--- src/sv/optics_polynomial_reconstruction_unit_defines.svh ---
// Assertion macros shared by the optics reconstruction RTL
`ifndef OPTICS_POLYNOMIAL_RECONSTRUCTION_UNIT_DEFINES_SVH
`define OPTICS_POLYNOMIAL_RECONSTRUCTION_UNIT_DEFINES_SVH

`define OPR_ASSERT_IMP(label, clk, rst_n, ante, cons, msg) \
  label: assert property (@(posedge clk) disable iff (!rst_n) (ante) |-> (cons)) else $error(msg);

`define OPR_ASSERT_NXT(label, clk, rst_n, ante, cons, msg) \
  label: assert property (@(posedge clk) disable iff (!rst_n) (ante) |=> (cons)) else $error(msg);

`endif

--- src/sv/opr_pos.sv ---
// ----------------------------------------------------------------------------
// opr_pos
// Cm to metre conversion: round(raw*128/100) = floor((32*|raw| + 12) / 25),
// the divide done as a reciprocal multiply through registers num_r, plo_r and quo_r.
// ----------------------------------------------------------------------------
module opr_pos (
  input  logic        clk,
  input  logic        rst_n,
  input  logic        start,
  input  logic [31:0] raw,
  output logic        done,
  output logic [33:0] q
);

  // ceil(2^42 / 25), exact for numerators below 2^37
  localparam logic [37:0] RECIP = 38'h28F5C28F5D;

  logic [31:0] mag;
  logic [36:0] num_r, num2_r;
  logic [55:0] plo_r;
  logic [74:0] prod;
  logic [32:0] quo_r;
  logic        neg_r, neg2_r, neg3_r, s1_r, s2_r, done_r;

  assign mag = raw[31] ? (~raw + 32'd1) : raw;

  assign prod = 75'(plo_r) + (75'(56'(num2_r) * 56'(RECIP[37:19])) << 19);

  always_ff @(posedge clk) begin
    if (!rst_n) begin
      s1_r   <= 1'b0;
      s2_r   <= 1'b0;
      done_r <= 1'b0;
    end else begin
      s1_r   <= start;
      s2_r   <= s1_r;
      done_r <= s2_r;
    end
    if (start) begin
      num_r <= {mag, 5'd0} + 37'd12;
      neg_r <= raw[31];
    end
    plo_r  <= 56'(num_r) * 56'(RECIP[18:0]);
    num2_r <= num_r;
    neg2_r <= neg_r;
    quo_r  <= prod[74:42];
    neg3_r <= neg2_r;
  end

  assign q    = neg3_r ? (~{1'b0, quo_r} + 34'd1) : {1'b0, quo_r};
  assign done = done_r;

endmodule

--- config.mk ---
export PLATFORM = sky130hd
export DESIGN_NAME = opr_pos
export DESIGN_NICKNAME = d
export VERILOG_FILES = /design/src/sv/optics_polynomial_reconstruction_unit_defines.svh /design/src/sv/opr_pos.sv
export SDC_FILE = /design/constraint.sdc
export NUM_CORES = 2
export LEC_CHECK = 0
export ABC_AREA = 0
export BUFFER_PORTS_ARGS = -buffer_cell sky130_fd_sc_hd__buf_2
export CAP_MARGIN = 30
export CORE_MARGIN = 3
export CORE_UTILIZATION = 25
export CTS_CLUSTER_SIZE = 14
export DETAILED_ROUTE_END_ITERATION = 16
export GPL_TIMING_DRIVEN = 0
export SLEW_MARGIN = 10
export SYNTH_ARGS = -nofsm -noshare
export SYNTH_HDL_FRONTEND = slang
export SYNTH_SLANG_ARGS = --single-unit
--- constraint.sdc ---
create_clock -name clk -period 20.9 [get_ports clk]
set_clock_uncertainty 0.05 [all_clocks]
set_input_delay 0 -clock clk [delete_from_list [all_inputs] [get_ports clk]]
set_output_delay 0 -clock clk [all_outputs]
set_load 0.03 [all_outputs]
==> flow_summary_export.csv <==
group,metric,value,unit
sta,rsz0062_at_grt,"no",
setup_path,crit_type,"register to register",
setup_path,worstPathArrival,8630,ps
global_routing,grt_usage,11.64,%
placement,dpl_cell_area,30360,µm²
finish,final_cell_mix,"855 x inv_1, 510 x fa_1, 479 x ha_1",
logic_synthesis,ys.flop_type,"dfxtp_1",
logic_synthesis,netlist_instances,2875,
job,cap_violations,0,
sta,slew_headroom,43.30,%
sta,max_freq,119.8,MHz
finish,drive_above_1_share,4.009,%
setup_path,cp_slowest_stage_delay,650,ps
setup_path,cp-start-kind,"register",
global_routing,grt_overflow,0,
detailed_routing,first_iter_violations,831,
sta,period_minus_slack,8348,ps
logic_synthesis,async_flop_share,0,%
sta,setup_viol,0,
status,status,"completed",
setup_path,crit_slowest_cell,"dfxtp_1",
setup_path,reg2regPathDepth,29,
floorplanning,die_area,116700,µm²
finish,diodes,0,
floorplanning,fp-row-count,122,
global_routing,grt_pass1_vias,20450,
logic_synthesis,yosysSeqAreaShare,10.70,%
logic_synthesis,yosys_warnings,0,
logic_synthesis,syn-num-nets,3899,
setup_path,r2r_end,"quo_r[24]$_DFF_P_",
setup_path,crit_path_end_kind,"register",
floorplanning,core_area,111300,µm²
logic_synthesis,synth_area_leaders,"fa_1 36%, ha_1 21%, inv_1 11%, dfxtp_1 7.2%, xnor2_1 3.9%",
sta,fin_hold_ws,91.26,ps
logic_synthesis,synth_seq_cells,134,
clock_tree,clk_pin_slew,60,ps
finish,final_common_cell,"inv_1",
clock_tree,cts_tree,"done",
worst_hold_path,hold_end,"num_r[5]$_DFFE_PP_",
placement,io_buffers,69,
placement,dp_slack,12660,ps
floorplanning,io_pins,70,
detailed_routing,drc,0,
logic_synthesis,synth_top_cell_area_share,36.26,%
finish,final_area,31360,µm²
finish,finish.net_count,4029,
detailed_routing,wl_per_cell,14.48,µm
clock_tree,cts_made_buffers,17,
setup_path,r2r_slack,12550,ps
detailed_routing,via_per_inst,4.299,
worst_hold_path,hold_depth,1,
worst_hold_path,hp-class,"input pin to register",
clock_tree,ctsResizeCount,0,
sta,timing.final.crit_share,39.94,%
worst_hold_path,hp-start,"start",
logic_synthesis,syn_area,28150,µm²
floorplanning,die_y,341.6,µm
placement,dp_hpwl,58430,µm
sta,fin_tns_setup,0,ps
logic_synthesis,synth_top_area_cell,"fa_1",
detailed_routing,dr.pass1.iters,5,
setup_path,required,21180,ps
logic_synthesis,synth_edf_count,33,
floorplanning,die_w,341.6,µm
global_routing,grt_max_degree,35,
sta,slew_violations,0,
setup_path,reg2reg_from,"num2_r[10]$_DFF_P_",
clock_tree,cts_setup_buffers,0,
logic_synthesis,synth_cell_types,72,
detailed_routing,drt_wl_total,65230,µm
clock_tree,cts_root_buffer,"clkbuf_16",
clock_tree,insertion_delay,460,ps
clock_tree,htreeDepth,4,
floorplanning,start_util,25.30,%
global_routing,antenna_found_initial,1,
global_routing,grt_pass1_wl,107800,µm
sta,setup_ws,12550,ps
clock_tree,cts_sinks,134,
finish,syn2layout_area_growth,11.39,%
clock_tree,cts_buffer_depth,2,
setup_path,cp_common_cell,"inv_1",
sta,hold_violations,0,
placement,place_congestion,0.8840,
setup_path,worstPathMaxFanout,8,
detailed_routing,vias,19370,
detailed_routing,detail-route-antenna-nets,0,
sta,worst_pin_slew,841.5,ps
logic_synthesis,synth_area_per_cell,9.793,µm²
worst max-delay path: cells and delay by family, from the launching register on:
kind	cells	cell delay [ps]
xor gates and xnor gates	2	380
and+or+nand+nor	5	740
buffers and inverters	6	360
adders and majority gates	8	3510
DFF	1	650
AOI/OAI and AO/OA	8	2530
registers in the layout, indices dropped and copies added, names as in the netlist:
register,flops
quo_r,33
neg2_r,1
num2_r,31
s1_r,1
plo_r,32
neg_r,1
s2_r,1
num_r,32
done,1
neg3_r,1
logic make-up (layout without fill, tap and decap cells):
family | after synthesis | after routing | share of synthesized area (%)
adder cells (fa/ha/maj) | 989 | 989 | 57.55
buffers and inverters | 876 | 1019 | 11.69
AND/OR/NAND/NOR | 365 | 365 | 6.822
AO/OA/AOI/OAI | 345 | 345 | 8.048
XOR/XNOR | 162 | 162 | 5.040
flip-flops | 134 | 134 | 10.70
multiplexers | 4 | 4 | 0.1467
cells in the mapped netlist, types with 13 or more instances:
| library cell | n |
|---|---|
| inv_1 | 855 |
| fa_1 | 510 |
| ha_1 | 479 |
| xnor2_1 | 124 |
| dfxtp_1 | 101 |
| nand2_1 | 96 |
| a21oi_1 | 90 |
| o21ai_0 | 73 |
| nor2_1 | 72 |
| a21o_1 | 47 |
| xor2_1 | 38 |
| edfxtp_1 | 33 |
| nand3_1 | 25 |
| and3_1 | 20 |
| nand4_1 | 20 |
| clkbuf_1 | 19 |
| nor3_1 | 19 |
| o31ai_1 | 18 |
| and2_1 | 15 |
| o21a_1 | 15 |
| or4_1 | 15 |
| nand2b_1 | 14 |
| o211ai_1 | 14 |
| a211oi_1 | 13 |
worst max path at each step:
stage                            start                 to  slack, ps  cells past startpoint
finish              num2_r[10]$_DFF_P_  quo_r[24]$_DFF_P_      12550                     29
global route        num2_r[10]$_DFF_P_  quo_r[32]$_DFF_P_      12150                     30
CTS                 num2_r[10]$_DFF_P_  quo_r[24]$_DFF_P_      12620                     29
detailed placement  num2_r[10]$_DFF_P_  quo_r[24]$_DFF_P_      12660                     29
global placement    num2_r[10]$_DFF_P_  quo_r[24]$_DFF_P_      12650                     29
floorplan           num2_r[10]$_DFF_P_  quo_r[25]$_DFF_P_      13920                     29
through the flow:
stage          instances  util (%)
2_1_floorplan       2875         -
3_3_place_gp        4432     27.28
3_5_place_dp        4432     27.28
4_1_cts             4506     28.18
5_1_grt             4506     28.18
6_report            4506     28.18
layer usage:
metal | share of wire, % | wire (µm) | GRT usage, %
met2 | 47 | 30480 | 18.99
met1 | 48 | 31010 | 16.29
met5 | 0 | 0 | 0
met4 | 1.9 | 1207 | 2.890
met3 | 3.9 | 2530 | 1.477
what timing repair did:
item	CTS	global route
endpoints found under the hold margin	36	0
endpoints found under the setup margin	0	0
hold buffers	42	0
cell type report:
class / count / area [µm²]
Inverter: 855 / 3209
Buffer: 21 / 82.58
Timing Repair Buffer: 111 / 765.7
Fill cell: 11690 / 79920
Clock buffer: 17 / 425.4
Multi-Input combinational cell: 1865 / 21850
Sequential cell: 134 / 3013
Tap cell: 1488 / 1862
Clock inverter: 15 / 153.9
Power is left out: the tool's default activity adds up to more than one toggle a clock period on the data nets, which glitch-free logic cannot reach.
